[src/hdl/isa_pkg.sv]
// Shared widths, defaults and register indexes of the interval sample averager.
package isa_pkg;

  localparam int unsigned SAMPLE_BITS_DEF = 12;
  localparam int unsigned COUNT_BITS_DEF  = 10;

  localparam int unsigned SAMPLE_IVL_BITS = 16;
  localparam int unsigned SEND_IVL_BITS   = 20;
  localparam int unsigned CFG_INDEX_BITS  = 8;
  localparam int unsigned CFG_DATA_BITS   = 32;

  localparam logic [SAMPLE_IVL_BITS-1:0] SAMPLE_IVL_RESET = SAMPLE_IVL_BITS'(5000);
  localparam logic [SEND_IVL_BITS-1:0]   SEND_IVL_RESET   = SEND_IVL_BITS'(120000);

  localparam logic [CFG_INDEX_BITS-1:0] REG_SAMPLE_INTERVAL = CFG_INDEX_BITS'(0);
  localparam logic [CFG_INDEX_BITS-1:0] REG_SEND_INTERVAL   = CFG_INDEX_BITS'(1);

endpackage

[src/hdl/isa_if.sv]
// Handshake channel interfaces for the interval sample averager.
interface isa_in_if #(
  parameter int unsigned SAMPLE_BITS = isa_pkg::SAMPLE_BITS_DEF
);
  logic                   valid;
  logic                   ready;
  logic [SAMPLE_BITS-1:0] sample_value;
  logic                   restart_window;

  modport source (output valid, sample_value, restart_window, input ready);
  modport sink   (input valid, sample_value, restart_window, output ready);
endinterface

interface isa_out_if #(
  parameter int unsigned SAMPLE_BITS = isa_pkg::SAMPLE_BITS_DEF,
  parameter int unsigned COUNT_BITS  = isa_pkg::COUNT_BITS_DEF
);
  logic                   valid;
  logic                   ready;
  logic [SAMPLE_BITS-1:0] average_value;
  logic [COUNT_BITS-1:0]  samples_averaged;

  modport source (output valid, average_value, samples_averaged, input ready);
  modport sink   (input valid, average_value, samples_averaged, output ready);
endinterface

interface isa_cfg_if;
  logic                                valid;
  logic                                ready;
  logic [isa_pkg::CFG_INDEX_BITS-1:0]  index;
  logic [isa_pkg::CFG_DATA_BITS-1:0]   data;

  modport source (output valid, index, data, input ready);
  modport sink   (input valid, index, data, output ready);
endinterface

[src/hdl/interval_sample_averager_core.sv]
// Interval sample averager: tick timers, sample accumulator and bit-serial mean divider.
// Flow: a request with no average due completes in its accept cycle; a request that makes an
// average due starts the divider, whose quotient is loaded into the output register after its steps.
// Rate: one request per cycle while no average is due; a request that makes one due blocks new
// requests until the divider ends and the output is loaded, longer while it waits for out_chan.ready.
// Reset (rst_n low, synchronous): timers, sum and count clear, output empties, intervals 5000/120000.
module interval_sample_averager_core #(
  parameter int unsigned SAMPLE_BITS = isa_pkg::SAMPLE_BITS_DEF,
  parameter int unsigned COUNT_BITS  = isa_pkg::COUNT_BITS_DEF
) (
  input logic            clk,
  input logic            rst_n,
  isa_in_if.sink         in_chan,
  isa_out_if.source      out_chan,
  isa_cfg_if.sink        cfg_chan
);

  localparam int unsigned SUM_BITS  = SAMPLE_BITS + COUNT_BITS;
  localparam int unsigned STEP_BITS = $clog2(SUM_BITS + 1);
  localparam int unsigned SS_BITS   = isa_pkg::SAMPLE_IVL_BITS;
  localparam int unsigned SD_BITS   = isa_pkg::SEND_IVL_BITS;

  localparam logic [1:0] ST_IDLE = 2'd0;
  localparam logic [1:0] ST_DIV  = 2'd1;
  localparam logic [1:0] ST_LOAD = 2'd2;

  logic [1:0]            state_r, state_nxt;
  logic [SS_BITS-1:0]    sample_ivl_r;
  logic [SD_BITS-1:0]    send_ivl_r;
  logic [SS_BITS-1:0]    since_sample_r, since_sample_nxt;
  logic [SD_BITS-1:0]    since_send_r, since_send_nxt;
  logic [SUM_BITS-1:0]   sum_r, sum_nxt;
  logic [COUNT_BITS-1:0] count_r, count_nxt;

  // Divider: dividend/quotient shift register, partial remainder and divisor.
  logic [SUM_BITS-1:0]   dq_r, dq_nxt;
  logic [COUNT_BITS-1:0] rem_r, rem_nxt;
  logic [COUNT_BITS-1:0] divisor_r, divisor_nxt;
  logic [STEP_BITS-1:0]  step_r, step_nxt;

  logic                   out_valid_r, out_valid_nxt;
  logic [SAMPLE_BITS-1:0] out_avg_r, out_avg_nxt;
  logic [COUNT_BITS-1:0]  out_cnt_r, out_cnt_nxt;

  logic                   in_fire;
  logic [SS_BITS-1:0]     ss_inc;
  logic [SD_BITS-1:0]     sd_base, sd_inc;
  logic [SUM_BITS-1:0]    sum_base, sum_upd;
  logic [COUNT_BITS-1:0]  cnt_base, cnt_upd;
  logic                   take, emit;
  logic [COUNT_BITS:0]    trial, diff;

  assign in_chan.ready           = (state_r == ST_IDLE);
  assign in_fire                 = in_chan.valid && in_chan.ready;
  assign cfg_chan.ready          = 1'b1;
  assign out_chan.valid          = out_valid_r;
  assign out_chan.average_value  = out_avg_r;
  assign out_chan.samples_averaged = out_cnt_r;

  // Per-tick bookkeeping, restart clear applied first.
  always_comb begin
    sd_base  = in_chan.restart_window ? '0 : since_send_r;
    sum_base = in_chan.restart_window ? '0 : sum_r;
    cnt_base = in_chan.restart_window ? '0 : count_r;
    ss_inc   = (since_sample_r == '1) ? since_sample_r : since_sample_r + SS_BITS'(1);
    sd_inc   = (sd_base == '1) ? sd_base : sd_base + SD_BITS'(1);
    take     = (ss_inc >= sample_ivl_r);
    sum_upd  = sum_base;
    cnt_upd  = cnt_base;
    if (take && (cnt_base != '1)) begin
      sum_upd = sum_base + SUM_BITS'(in_chan.sample_value);
      cnt_upd = cnt_base + COUNT_BITS'(1);
    end
    emit = (sd_inc >= send_ivl_r) && (cnt_upd != '0);
  end

  // One restoring division step per cycle.
  always_comb begin
    trial = {rem_r, dq_r[SUM_BITS-1]};
    diff  = trial - {1'b0, divisor_r};
  end

  always_comb begin
    state_nxt        = state_r;
    since_sample_nxt = since_sample_r;
    since_send_nxt   = since_send_r;
    sum_nxt          = sum_r;
    count_nxt        = count_r;
    dq_nxt           = dq_r;
    rem_nxt          = rem_r;
    divisor_nxt      = divisor_r;
    step_nxt         = step_r;
    out_valid_nxt    = out_valid_r;
    out_avg_nxt      = out_avg_r;
    out_cnt_nxt      = out_cnt_r;

    if (out_valid_r && out_chan.ready) begin
      out_valid_nxt = 1'b0;
    end

    case (state_r)
      ST_IDLE: begin
        if (in_fire) begin
          since_sample_nxt = take ? '0 : ss_inc;
          if (emit) begin
            since_send_nxt = '0;
            sum_nxt        = '0;
            count_nxt      = '0;
            dq_nxt         = sum_upd;
            rem_nxt        = '0;
            divisor_nxt    = cnt_upd;
            step_nxt       = STEP_BITS'(SUM_BITS);
            state_nxt      = ST_DIV;
          end else begin
            since_send_nxt = sd_inc;
            sum_nxt        = sum_upd;
            count_nxt      = cnt_upd;
          end
        end
      end
      ST_DIV: begin
        if (!diff[COUNT_BITS]) begin
          rem_nxt = diff[COUNT_BITS-1:0];
          dq_nxt  = {dq_r[SUM_BITS-2:0], 1'b1};
        end else begin
          rem_nxt = trial[COUNT_BITS-1:0];
          dq_nxt  = {dq_r[SUM_BITS-2:0], 1'b0};
        end
        step_nxt = step_r - STEP_BITS'(1);
        if (step_r == STEP_BITS'(1)) begin
          state_nxt = ST_LOAD;
        end
      end
      ST_LOAD: begin
        // Wait until the output register is free or being drained this cycle.
        if (!out_valid_r || out_chan.ready) begin
          out_valid_nxt = 1'b1;
          out_avg_nxt   = dq_r[SAMPLE_BITS-1:0];
          out_cnt_nxt   = divisor_r;
          state_nxt     = ST_IDLE;
        end
      end
      default: begin
        state_nxt = ST_IDLE;
      end
    endcase
  end

  always_ff @(posedge clk) begin
    if (!rst_n) begin
      state_r        <= ST_IDLE;
      sample_ivl_r   <= isa_pkg::SAMPLE_IVL_RESET;
      send_ivl_r     <= isa_pkg::SEND_IVL_RESET;
      since_sample_r <= '0;
      since_send_r   <= '0;
      sum_r          <= '0;
      count_r        <= '0;
      out_valid_r    <= 1'b0;
    end else begin
      state_r        <= state_nxt;
      since_sample_r <= since_sample_nxt;
      since_send_r   <= since_send_nxt;
      sum_r          <= sum_nxt;
      count_r        <= count_nxt;
      out_valid_r    <= out_valid_nxt;
      if (cfg_chan.valid) begin
        case (cfg_chan.index)
          isa_pkg::REG_SAMPLE_INTERVAL: sample_ivl_r <= cfg_chan.data[SS_BITS-1:0];
          isa_pkg::REG_SEND_INTERVAL:   send_ivl_r   <= cfg_chan.data[SD_BITS-1:0];
          default: begin
          end
        endcase
      end
    end
  end

  always_ff @(posedge clk) begin
    dq_r      <= dq_nxt;
    rem_r     <= rem_nxt;
    divisor_r <= divisor_nxt;
    step_r    <= step_nxt;
    out_avg_r <= out_avg_nxt;
    out_cnt_r <= out_cnt_nxt;
  end

endmodule

[src/flat_wrapper.sv]
// flat-port wrapper written by rule: the top's interface ports become plain ports
module interval_sample_averager_core_flat 
#(
  parameter int unsigned SAMPLE_BITS = isa_pkg::SAMPLE_BITS_DEF,
  parameter int unsigned COUNT_BITS  = isa_pkg::COUNT_BITS_DEF
)
  (clk, rst_n, in_chan_valid, in_chan_sample_value, in_chan_restart_window, in_chan_ready, out_chan_valid, out_chan_average_value, out_chan_samples_averaged, out_chan_ready, cfg_chan_valid, cfg_chan_index, cfg_chan_data, cfg_chan_ready);
  isa_in_if #(.SAMPLE_BITS(SAMPLE_BITS)) in_chan_i ();
  isa_out_if #(.SAMPLE_BITS(SAMPLE_BITS), .COUNT_BITS(COUNT_BITS)) out_chan_i ();
  isa_cfg_if cfg_chan_i ();
  input logic clk;
  input logic rst_n;
  input wire logic [$bits(in_chan_i.valid)-1:0] in_chan_valid;
  input wire logic [$bits(in_chan_i.sample_value)-1:0] in_chan_sample_value;
  input wire logic [$bits(in_chan_i.restart_window)-1:0] in_chan_restart_window;
  output wire logic [$bits(in_chan_i.ready)-1:0] in_chan_ready;
  output wire logic [$bits(out_chan_i.valid)-1:0] out_chan_valid;
  output wire logic [$bits(out_chan_i.average_value)-1:0] out_chan_average_value;
  output wire logic [$bits(out_chan_i.samples_averaged)-1:0] out_chan_samples_averaged;
  input wire logic [$bits(out_chan_i.ready)-1:0] out_chan_ready;
  input wire logic [$bits(cfg_chan_i.valid)-1:0] cfg_chan_valid;
  input wire logic [$bits(cfg_chan_i.index)-1:0] cfg_chan_index;
  input wire logic [$bits(cfg_chan_i.data)-1:0] cfg_chan_data;
  output wire logic [$bits(cfg_chan_i.ready)-1:0] cfg_chan_ready;
  assign in_chan_i.valid = in_chan_valid;
  assign in_chan_i.sample_value = in_chan_sample_value;
  assign in_chan_i.restart_window = in_chan_restart_window;
  assign in_chan_ready = in_chan_i.ready;
  assign out_chan_valid = out_chan_i.valid;
  assign out_chan_average_value = out_chan_i.average_value;
  assign out_chan_samples_averaged = out_chan_i.samples_averaged;
  assign out_chan_i.ready = out_chan_ready;
  assign cfg_chan_i.valid = cfg_chan_valid;
  assign cfg_chan_i.index = cfg_chan_index;
  assign cfg_chan_i.data = cfg_chan_data;
  assign cfg_chan_ready = cfg_chan_i.ready;
  interval_sample_averager_core #(.SAMPLE_BITS(SAMPLE_BITS), .COUNT_BITS(COUNT_BITS)) u_core (.clk(clk), .rst_n(rst_n), .in_chan(in_chan_i), .out_chan(out_chan_i), .cfg_chan(cfg_chan_i));
endmodule
[config.mk]
export PLATFORM = sky130hd
export DESIGN_NAME = interval_sample_averager_core_flat
export DESIGN_NICKNAME = d
export VERILOG_FILES = /design/src/hdl/isa_pkg.sv /design/src/hdl/isa_if.sv /design/src/hdl/interval_sample_averager_core.sv /design/src/flat_wrapper.sv
export SDC_FILE = /design/constraint.sdc
export NUM_CORES = 1
export LEC_CHECK = 0
export BUFFER_PORTS_ARGS = -buffer_cell sky130_fd_sc_hd__buf_2
export CAP_MARGIN = 20
export CORE_MARGIN = 2
export CORE_UTILIZATION = 45
export DETAILED_ROUTE_END_ITERATION = 16
export PLACE_DENSITY = 0.7
export SLEW_MARGIN = 40
export SYNTH_ARGS = -nofsm -noshare
export SYNTH_HDL_FRONTEND = slang
export SYNTH_SLANG_ARGS = --single-unit
[constraint.sdc]
create_clock -name clk -period 9.7 [get_ports clk]
set_input_delay 1.94 -clock clk [delete_from_list [all_inputs] [get_ports clk]]
set_output_delay 1.94 -clock clk [all_outputs]
set_load 0.02 [all_outputs]
# ---- Yosys cells after proc, flatten, opt, wreduce, memory -nomap -nowiden
# Index checks and enable logic that the tools add are counted.
dict set report word_totals {
  register_bits 176
  latchBits 0
  ram_bits 0
  rom_bits 0
  in_bits 58
  output_inout_bits 25
  wordCells 80
  memories 0
}
dict set report op_classes {
  add_sub_neg 6
  multipliers 0
  div 0
  order_cmp 2
  eq_ne 11
  shift 0
  n_mux 30
  bitwise_logic 0
  reduce_logical 17
}
# operator count
set op_table {}
lappend op_table {{$mux 22} 5}
lappend op_table {{$mux 10} 6}
lappend op_table {{$mux 20} 3}
lappend op_table {{$pmux 22 s2} 1}
lappend op_table {{$mux 16} 2}
lappend op_table {{$add 22x12->22} 1}
lappend op_table {{$add 20x1->20 const B} 1}
lappend op_table {{$eq 20x20->1 const B} 1}
lappend op_table {{$ge 20x20->1} 1}
lappend op_table {{$pmux 10 s2} 1}
lappend op_table {{$add 16x1->16 const B} 1}
lappend op_table {{$eq 16x16->1 const B} 1}
lappend op_table {{$ge 16x16->1} 1}
lappend op_table {{$sub 11x10->11} 1}
lappend op_table {{$add 10x1->10 const B} 1}
lappend op_table {{$mux 5} 2}
lappend op_table {{$ne 10x10->1 const B} 1}
lappend op_table {{$pmux 5 s2} 1}
lappend op_table {{$reduce_bool 10->1} 1}
lappend op_table {{$eq 8x1->1 const B} 1}
lappend op_table {{$logic_not 8->1} 1}
lappend op_table {{$mux 2} 4}
lappend op_table {{$reduce_and 2->1} 4}
lappend op_table {{$pmux 2 s3} 1}
lappend op_table {{14 further kinds} 23}

# ---- Depth between registers and ports, before layout
# Gate-level depths: netlist of the first run.
dict set report depth {
  word_depth 10
  mapped_depth 26
}

# ---- Worst setup path after synthesis of the first run
# No wires, ideal clock.
dict set report synth_path {
  path_type {input to register}
  startpoint {in in_chan_restart_window}
  endpoint {reg u_core.dq_r[0] (enable)}
  setup_time_ps 483
  t_arrival_ps 8608
  slack_ps 609
  stages 21
  cell_sequence {clkbuf_1 -> buf_2 -> buf_1 -> clkbuf_1 -> nor2b_1 -> ha_1 -> and4b_1 -> and2_1 -> nand4_1 -> nor4b_1 -> nor4bb_1 -> xnor2_1 -> nor2_1 -> ha_1 -> nand4_1 -> o211ai_1 -> a211oi_1 -> a41o_1 -> buf_4 -> buf_2 -> o21ai_0}
}
dict set report synth_via {
  elab_chain_len 8
}
# item line
set synth_lines {}
lappend synth_lines {{from (decl)} flat_wrapper.sv:15} ;# input wire logic [$bits(in_chan_i.restart_window)-1:0] in_chan_restart_window;
lappend synth_lines {{branches (longest 5 deep; another with $add 20x1->20)} -}
lappend synth_lines {{$logic_and 1x1->1 (*)} interval_sample_averager_core.sv:74} ;# emit = (sd_inc >= send_ivl_r) && (cnt_upd != '0);
lappend synth_lines {{$ne 2x2->1 (no source line) (*)} -}
lappend synth_lines {{$reduce_and 3->1 (no source line) (*)} -}
lappend synth_lines {{to (signal assigned)} interval_sample_averager_core.sv:178} ;# dq_r <= dq_nxt;
lappend synth_lines {{to (decl)} interval_sample_averager_core.sv:36} ;# logic [SUM_BITS-1:0] dq_r, dq_nxt;
# Mark *: on every way between the ends.
# A chain may end at the register's enable or synchronous reset.

# ---- Worst setup path in the final report of the first run
dict set report layout_path {
  startpoint {in in_chan_restart_window}
  endpoint {reg u_core.sum_r[13]}
}
dict set report layout_via {
  elab_chain_len 7
}
# item line
set layout_lines {}
lappend layout_lines {{branches (longest 6 deep; another with $add 20x1->20)} -}
lappend layout_lines {{$mux 22 (*)} interval_sample_averager_core.sv:105} ;# if (emit) begin
lappend layout_lines {{to (signal assigned)} interval_sample_averager_core.sv:163} ;# sum_r <= sum_nxt;
lappend layout_lines {{to (decl)} interval_sample_averager_core.sv:32} ;# logic [SUM_BITS-1:0] sum_r, sum_nxt;
# Marked as above.

==> metrics, run 1 <==
Area Overhead vs Synth=11.9%; Hold Buf Count CTS=0; Synth Area per Inst=between 9 and 10 um2; Internal=1.13 mW; Clk Latency, worst-skew pair=0.44 ns; synth unique cells=slightly above 70; Max Cap Violations=0; post-synth top area cell=dfxtp_1; final critical-path share of the clock period=0.751; critical-path cell list=buf_2 > buf_4 > and4b_1 > and2_1 > nand4_1 > nor4b_1 > nor4bb_1 > xnor2_1 > nor2_1 > ha_1 > a211oi_1 > o211ai_1 > a211oi_1 > a41o_1 > nand2_1 > o31ai_1; Seq/Total Area, Yosys=0.422; Clock transition at path regs=about 0.070 ns; largest net degree at the start of global routing=between 70 and 80; commonest cells after routing, fill and taps aside=107 x dfxtp_1, 96 x nand2_1, 82 x nor2_1; post-cts gate resize count=0; RSZ-0062 raised after global routing=false; WL/cell=15.3 um; Worst EP required=10.04 ns; num ports=83; Tot Pwr=about 1.5 mW; post-route DRC violation count=0; antenna cell count=0; worst slew pin tran=around 0.78 ns; sw power=380 uW; Synth Instances=approximately 1100; commonest non-fill, non-tap cell in the layout=dfxtp_1; predominant post-synthesis flop cell=dfxtp_1; first-pass GRT wire length=between 30000 and 40000 um; GPL Wtd Cong=0.840; CTS buffer count=17; status=finished, final reports clean; Max FO, Critical Path=approximately 40; final setup vio count=0; hold violation total from the final report=0; PwrDens=between 100 and 150 nW/um2; total track usage=0.189; Sink Count=~180; DRT Pass-1 Iters=5; die height=153 um; Port Buffer Count=69; Hold Crit Class=reg -> reg; CP most frequent cell=a211oi_1; placed cell area=approximately 11000 um2; Final Slew Violations=0; number of synthesized flops with an enable pin=~70; Max IR drop VDD=around 0.00014 V; CP max stage delay=around 0.70 ns; vias in the first global route=roughly 7500; Initial Utilization=0.458; Reg power frac=0.505; Finished Cell Area=11200 um2; switching share of power=0.251; Async S/R FF share, synth=0; layout cell share with drive strength beyond 1=0.114; H-tree depth=4; vias per cell=between 5 and 6; Max Freq=roughly 140 MHz; Leakage=roughly 4.5 nW; Site Rows=54; mapped cell area=around 10000 um2; critical path arrival=around 7.6 ns; Post-Route Setup TNS=0 ns; Worst Setup Start Kind=primary input; ranking of synthesized cells by area=dfxtp_1 21%, edfxtp_1 21%, ha_1 7.9%; final worst slack=around 2.4 ns; Synth Net Count=between 1000 and 1500; Clock Tree Buf Depth=2; total grt overflow=0; Yosys top cell area share=0.214; TritonCTS clock tree=done; synthesized flop and latch total=roughly 180; Root Buffer=clkbuf_16; combinational share of power=0.037; Critical Path End Type=register; CP max-delay cell=a41o_1; total number of yosys warnings=0; total routed wirelength=21600 um; CP Class=in -> reg; Setup Fix Bufs, Post-CTS=0; core footprint=around 22000 um2; Final min period=7.28 ns; Placement Setup Slack=between 1.5 and 2 ns; initial antenna violation count=1; routed vias=slightly below 8000; initial DRC count=~460; Max transition margin=0.480; antenna viol nets, final=0; DP HPWL=between 15000 and 20000 um; Die W=153 um; fillers=2015; Setup Skew=roughly 0.015 ns; Final nets=1242; clock share of power=0.458; Die ar.=about 23000 um2
## sequential cells by signal, indices dropped and copies added, names as in the netlist, 2 cells and up
register / cells
u_core.rem_r: 10
u_core.step_r: 5
u_core.since_sample_r: 16
u_core.since_send_r: 20
u_core.state_r: 2
u_core.count_r: 10
u_core.send_ivl_r: 20
u_core.divisor_r: 10
u_core.sample_ivl_r: 16
u_core.out_chan.average_value: 12
u_core.sum_r: 22
u_core.dq_r: 22
u_core.out_chan.samples_averaged: 10
## logic make-up (layout without fill, tap and decap cells)
kind of cell / Yosys count / in the layout / share of synthesized area
AO/OA/AOI/OAI: 216 / 216 / 0.145
XOR/XNOR: 63 / 63 / 0.0552
adder cells (fa/ha/maj): 65 / 65 / 0.0829
buffers and inverters: 117 / 177 / 0.0469
flip-flops: 176 / 176 / 0.422
multiplexers: 48 / 48 / 0.0486
other: 1 / 1 / 0.000375
AND/OR/NAND/NOR: 386 / 386 / 0.199
## worst paths after layout
kind / from / end / slack, ns / cells after the start
max reg2reg: u_core.since_sample_r[4]$_SDFFE_PN0P_ / u_core.sum_r[13]$_SDFFE_PN0P_ / 3.65 / 17
min: u_core.sum_r[3]$_SDFFE_PN0P_ / u_core.sum_r[3]$_SDFFE_PN0P_ / 0.45 / 2
max: in_chan_restart_window / u_core.sum_r[13]$_SDFFE_PN0P_ / 2.42 / 16
min reg2reg: u_core.sum_r[3]$_SDFFE_PN0P_ / u_core.sum_r[3]$_SDFFE_PN0P_ / 0.45 / 2
## synth_stat cells, drive strengths merged, types with 15 or more instances
cell	number
dfxtp	107
clkbuf	39
nand4	19
nand3	28
and3	15
mux2i	44
ha	63
edfxtp	69
a22o	29
o21ai	56
xnor2	46
inv	65
nor2	84
a21oi	42
nand2	97
xor2	17
nor2b	68
## power by group through the flow
stage / clock, mW / combinational, mW / sequential, mW
CTS: 0.709 / 0.0562 / 0.764
finish: 0.694 / 0.0562 / 0.764
detailed placement: 0 / 0.0559 / 0.781
floorplan: 0 / 0.0352 / 0.781
global route: 0.740 / 0.0619 / 0.764
global placement: 0 / 0.0550 / 0.781
## layout make-up
| class | count | area (um2) | area share |
|---|---|---|---|
| clock buffers | 17 | 425 | 0.0381 |
| clock inverters | 15 | 183 | 0.0163 |
| inverters | 66 | 248 | 0.0222 |
| multi-input cells | 779 | 5340 | 0.477 |
| flip-flops and latches | 176 | 4210 | 0.377 |
| well taps | 280 | 350 | 0.0313 |
| repair buffers | 79 | 420 | 0.0376 |
## metrics by stage
stage	std cells	utilization	hold slack, ns
2_1_floorplan	1072	-	0.417
3_3_place_gp	1380	0.484	0.427
3_5_place_dp	1380	0.484	0.436
4_1_cts	1412	0.512	0.453
5_1_grt	1412	0.512	0.482
6_report	1412	0.512	0.448
## worst max-delay path: cells and delay by family
kind                     cells  cell delay, ns
adder cells (fa/ha/maj)      1            0.32
AO/OA/AOI/OAI                5            2.05
AND/OR/NAND/NOR              7            2.41
buffers and inverters        2            0.73
XOR/XNOR                     1            0.16
## per-layer routing
layer  share of wire  up-vias  global-route usage
met1            0.47     3647               0.254
met4           0.017        2              0.0595
met2            0.47      160               0.310
met3           0.043       28              0.0374
li1                -     3910                   -
met5         0.00060        -                   0
Power figures use the tool's default switching activity.
==> run 2: changes to the inputs <==
clock period = 7 ns   (was 9.7 ns; I/O delays follow)
==> run 2 against run 1 <==
  * Sequential cell count unchanged
  * Global-route usage decreased by 0.45 points
  * Core utilization decreased by 0.11 points
  * Highest routed layer is now met4
  * Final area decreased by 0.21%
  * Hold slack about the same
  * Clock-buffer cell count unchanged
  * Largest power group unchanged
==> metrics, run 2 (synthesized netlist as in run 1, its figures left out) <==
Hold Crit Depth=0 (-2); GPL Wtd Cong=0.845 (+0.52%); total grt overflow=0 (unchanged); largest net degree at the start of global routing=74 (unchanged); H-tree depth=4 (unchanged); layout cell share with drive strength beyond 1=0.112 (-0.00167); r2r setup slk=1.54 ns (-2.11 ns); Tot Pwr=2.08 mW (+37%); commonest non-fill, non-tap cell in the layout=dfxtp_1; TritonCTS clock tree=done; num ports=83 (unchanged); die height=153 um (unchanged); Hold Crit Class=reg -> reg; Final min period=slightly below 6 ns; min-delay src=u_core.dq_r[7]$_DFFE_PP_; post-route DRC violation count=0 (unchanged); routed vias=7725 (-0.28%); Setup Fix Bufs, Post-CTS=0 (unchanged); final critical-path share of the clock period=0.839; Worst Setup SP=in_chan_restart_window; Reg area=4210 um2 (unchanged); DRT Pass-1 Iters=8 (+3); Initial Utilization=0.458 (unchanged); WL/cell=15.3 um (-0.30%); DP HPWL=15200 um (+0.81%); RSZ-0062 raised after global routing=false; core footprint=21800 um2 (unchanged); Setup Skew=0.0155 ns (+0.000623 ns); Area Overhead vs Synth=11.7%; Clk Latency, worst-skew pair=0.44 ns (about the same); Worst Setup Start Kind=primary input; Max Freq=about 170 MHz; Reg-to-Reg End=u_core.rem_r[8]$_SDFFCE_PN0P_; multi-input logic area=5340 um2 (unchanged); reg-to-reg startpoint=u_core.since_sample_r[4]$_SDFFE_PN0P_; Max transition margin=0.441 (-0.0384); Sink Count=176 (unchanged); antenna cell count=0 (unchanged); initial antenna violation count=0 (-1); Die ar.=23400 um2 (unchanged); Final nets=1241 (-0.081%); Clock Tree Buf Depth=2 (unchanged); Largest regs=u_core.dq_r x22, u_core.sum_r x22; Max IR drop VDD=0.000158 V (+15%); Final Slew Violations=0 (unchanged); Max Cap Violations=0 (unchanged); post-cts gate resize count=0 (unchanged); total track usage=0.185 (-0.00446); worst slew pin tran=0.833 ns (+0.0520 ns); Leakage=4.47 nW (-0.39%); CP Class=in -> reg; Worst EP required=7.38 ns (-2.66 ns); CTS buffer count=17 (unchanged); Die W=153 um (unchanged); first-pass GRT wire length=35600 um (-2.6%); total routed wirelength=21500 um (-0.37%); final setup vio count=0 (unchanged); initial DRC count=483 (+5.5%); hold violation total from the final report=0 (unchanged); commonest cells after routing, fill and taps aside=107 x dfxtp_1, 96 x nand2_1, 82 x nor2_1; Worst Hold End=u_core.out_chan.average_value[7]$_DFFE_PP_; Port Buffer Count=69 (unchanged); critical path arrival=6.25 ns (-1.37 ns); Root Buffer=clkbuf_16; Hold Buf Count CTS=0 (unchanged); Clock transition at path regs=0.08 ns (about the same); Max FO, Critical Path=29 (-29%); antenna viol nets, final=0 (unchanged); fillers=2018 (+0.15%); vias in the first global route=7218 (-3.5%); PwrDens=186 nW/um2 (+38%); vias per cell=5.47 (-0.21%); Site Rows=54 (unchanged); worst reg-to-reg path cell count=18 (+1); Critical Path End Type=register; Post-Route Setup TNS=0 ns (unchanged); status=finished, final reports clean
==> run 2: changes by cell type in the layout (fill, tap and decap cells not counted) <==
cell and change:
buf_4 -1, clkinv_8 -1, clkinv_1 +1, clkinvlp_4 +1, inv_8 -1
==> run 2: report_power, final <==
group | switching (mW) | internal (mW) | total (mW)
clock | 0.463 | 0.479 | 0.942
combinational | 0.0494 | 0.0283 | 0.0777
sequential | 0.00224 | 1.06 | 1.06
==> run 2: metal layers <==
layer  global-route usage  share of wire
met1                0.252           0.48
met2                0.303           0.47
met3               0.0343          0.041
met4               0.0498          0.010
met5                    0              0
==> run 2: layout make-up <==
type                            count  area share
Clock buffer                       17      0.0381
Multi-Input combinational cell    779       0.478
Timing Repair Buffer               78      0.0370
Tap cell                          280      0.0314
Inverter                           66      0.0222
Sequential cell                   176       0.378
Clock inverter                     15      0.0149
==> run 2: worst max path at each step <==
stage	to	slack (ns)
detailed placement	u_core.count_r[8]$_SDFFE_PN0P_	0.70
CTS	u_core.since_send_r[16]$_SDFFE_PN0P_	1.15
global placement	u_core.divisor_r[1]$_DFFE_PP_	0.75
global route	u_core.since_send_r[15]$_SDFFE_PN0P_	0.53
floorplan	u_core.dq_r[0]$_DFFE_PP_	0.16
finish	u_core.since_send_r[16]$_SDFFE_PN0P_	1.13
==> run 2: through the flow <==
stage,utilization,worst slack [ns],cell area (um2),hold slack [ns],std cells
2_1_floorplan,-,0.162,9990,0.417,1072
3_3_place_gp,0.483,0.750,10500,0.427,1379
3_5_place_dp,0.484,0.699,10600,0.435,1379
4_1_cts,0.511,1.15,11100,0.449,1411
5_1_grt,0.511,0.528,11200,0.465,1411
6_report,0.511,1.13,11200,0.448,1411
==> run 2: worst max-delay path, stage by stage <==
cell and delay, ns:
buf_2 0.39, nor2b_1 0.16, ha_1 0.24, and4b_1 0.20, and2_1 0.15, nand4_1 0.22, nor4b_1 0.62, nor4bb_1 0.42
xnor2_1 0.16, nor2_1 0.08, ha_1 0.33, a211oi_1 0.22, o211ai_1 0.13, a211oi_1 0.46, a41o_1 0.17, buf_4 0.25
and2_4 0.43, a22o_1 0.21
==> run 3: changes to the inputs <==
clock period = 6.1 ns   (was 7 ns; I/O delays follow)
==> run 3 against run 2 <==
  * Setup slack worse by 0.50 ns
  * Critical path type unchanged
  * Sequential power is 15% higher
  * Clock-buffer cell count is the same
==> metrics, run 3 (synthesized netlist as in run 1, its figures left out) <==
status=finished, final reports clean; total grt overflow=0 (unchanged); Reg power frac=0.501 (-0.008); Final min period=approximately 5.5 ns; die height=153 um (unchanged); num ports=83 (unchanged); cell family with the largest share of critical-path delay=simple AND/OR/NAND/NOR gates; Post-Route Setup TNS=0 ns (unchanged); CP Class=in -> reg; met3 Use GR=0.0286 (-0.00567); Hold Buf Count CTS=0 (unchanged); placed cell area=10600 um2 (+0.44%); Die W=153 um (unchanged); core footprint=21800 um2 (unchanged); antenna cell count=0 (unchanged); combinational share of power=0.037 (about the same); Port Buffer Count=69 (unchanged); Max Cap Violations=0 (unchanged); Max IR drop VDD=0.000208 V (+31%); Clock transition at path regs=0.08 ns (about the same); Max FO, Critical Path=19 (-34%); CP max-delay cell=nand2_1; Die ar.=23400 um2 (unchanged); Worst EP required=6.44 ns (-0.94 ns); layout cell share with drive strength beyond 1=0.119 (+0.00655); Sink Count=176 (unchanged); vias in the first global route=7276 (+0.80%); hold violation total from the final report=0 (unchanged); PwrDens=216 nW/um2 (+16%); total routed wirelength=21600 um (+0.22%); Site Rows=54 (unchanged); Clock Tree Buf Depth=2 (unchanged); Hold Crit Class=reg -> reg; Clk Latency, worst-skew pair=0.43 ns (about the same); Final Slew Violations=0 (unchanged); sw power=591 uW (+15%); busiest layer in global routing=met2; H-tree depth=4 (unchanged); post-route DRC violation count=0 (unchanged); total track usage=0.185 (+0.000480); Max transition margin=0.505 (+0.0639); DRT Pass-1 Iters=5 (-3); first-pass GRT wire length=35800 um (+0.56%); Area Overhead vs Synth=12.3%; RSZ-0062 raised after global routing=false; clock share of power=0.462 (+0.009); Setup Skew=0.00940 ns (-0.00608 ns); worst slew pin tran=0.740 ns (-0.0930 ns); final critical-path share of the clock period=0.897; Final nets=1246 (+0.40%); Worst Setup Start Kind=primary input; post-cts gate resize count=0 (unchanged); met2 usage=0.308 (+0.00555); GPL Wtd Cong=0.858 (+1.6%); WL/cell=15.3 um (-0.13%); Buf/Inv on CP=1 (-1); Largest regs=u_core.dq_r x22, u_core.sum_r x22; TritonCTS clock tree=done; Tot Pwr=2.43 mW (+17%); DP HPWL=15400 um (+1.1%); CP max stage delay=0.47 ns (-0.15 ns); Critical Path End Type=register; Initial Utilization=0.458 (unchanged); critical path arrival=5.81 ns (-0.44 ns); antenna viol nets, final=0 (unchanged); GR Util met1=0.253 (+0.000407); final setup vio count=0 (unchanged); initial antenna violation count=0 (unchanged); Internal=1.84 mW (+17%); routed vias=7755 (+0.39%); commonest cells after routing, fill and taps aside=107 x dfxtp_1, 96 x nand2_1, 82 x nor2_1; Root Buffer=clkbuf_16; commonest non-fill, non-tap cell in the layout=dfxtp_1; Max Freq=183 MHz; initial DRC count=464 (-3.9%); vias per cell=5.48 (about the same); CTS buffer count=17 (unchanged); Finished Cell Area=11200 um2 (+0.52%); Hold Slack=0.447 ns (-0.000377 ns); Setup Fix Bufs, Post-CTS=0 (unchanged); critical-path cell list=buf_2 > nor2b_1 > ha_1 > and4b_1 > and2_1 > nand4_1 > nor3b_1 > nand2_1 > xnor2_1 > ha_1 > a21o_1 > a21oi_1 > o21ai_0 > nand4_1 > o211ai_1 > a211oi_1 > a41o_1 > nand2_1 > o31ai_1; switching share of power=0.243 (-0.00412); largest net degree at the start of global routing=47 (-36%); Leakage=4.50 nW (+0.81%)
-- run 3: cell count changes in the layout (fill, tap and decap cells not counted), sizes merged --
cell	change
bufinv	+1
clkinv	-3
buf	+5
inv	+2
-- run 3: layout make-up --
| cell class | count | area [um2] |
|---|---|---|
| inverter | 66 | 248 |
| tap | 280 | 350 |
| sequential | 176 | 4210 |
| clock buffer | 17 | 425 |
| timing repair buffer | 83 | 450 |
| clock inverter | 15 | 178 |
| multi-input combinational | 779 | 5350 |
| fill | 2016 | 10600 |
-- run 3: final timing paths --
kind	startpoint	endpoint	slack [ns]	cells past startpoint
setup / recovery	in_chan_restart_window	u_core.sum_r[19]$_SDFFE_PN0P_	0.63	19
hold / removal	u_core.sum_r[6]$_SDFFE_PN0P_	u_core.sum_r[6]$_SDFFE_PN0P_	0.45	2
setup reg to reg	u_core.since_sample_r[4]$_SDFFE_PN0P_	u_core.sum_r[19]$_SDFFE_PN0P_	0.67	17
hold reg to reg	u_core.sum_r[6]$_SDFFE_PN0P_	u_core.sum_r[6]$_SDFFE_PN0P_	0.45	2
-- run 3: worst reg2reg max path, delay by kind of cell (launching register included) --
| kind | cells | cell delay, ns |
|---|---|---|
| and+or+nand+nor | 10 | 3.06 |
| AOI/OAI and AO/OA | 4 | 1.09 |
| DFF | 1 | 0.46 |
| adders and majority gates | 1 | 0.28 |
| muxes | 1 | 0.28 |
| xor gates and xnor gates | 1 | 0.17 |
-- run 3: routing by layer --
metal / up-vias / wire (um)
met5: - / 0
met4: 0 / 301
met3: 21 / 865
met2: 173 / 10100
met1: 3635 / 10300
li1: 3926 / -
-- run 3: through the flow --
step / instances / worst slack, ns / util
floorplan: 1072 / 0.115 / -
global placement: 1384 / 0.253 / 0.485
detailed placement: 1384 / 0.214 / 0.486
CTS: 1416 / 0.649 / 0.513
global route: 1416 / 0.132 / 0.514
finish: 1416 / 0.630 / 0.514
-- run 3: power groups by stage --
stage               Sequential [mW]  Clock [mW]  Combinational (mW)
global placement               1.24           0              0.0882
CTS                            1.22        1.14              0.0896
detailed placement             1.24           0              0.0895
floorplan                      1.24           0              0.0563
finish                         1.22        1.12              0.0892
global route                   1.22        1.18              0.0984
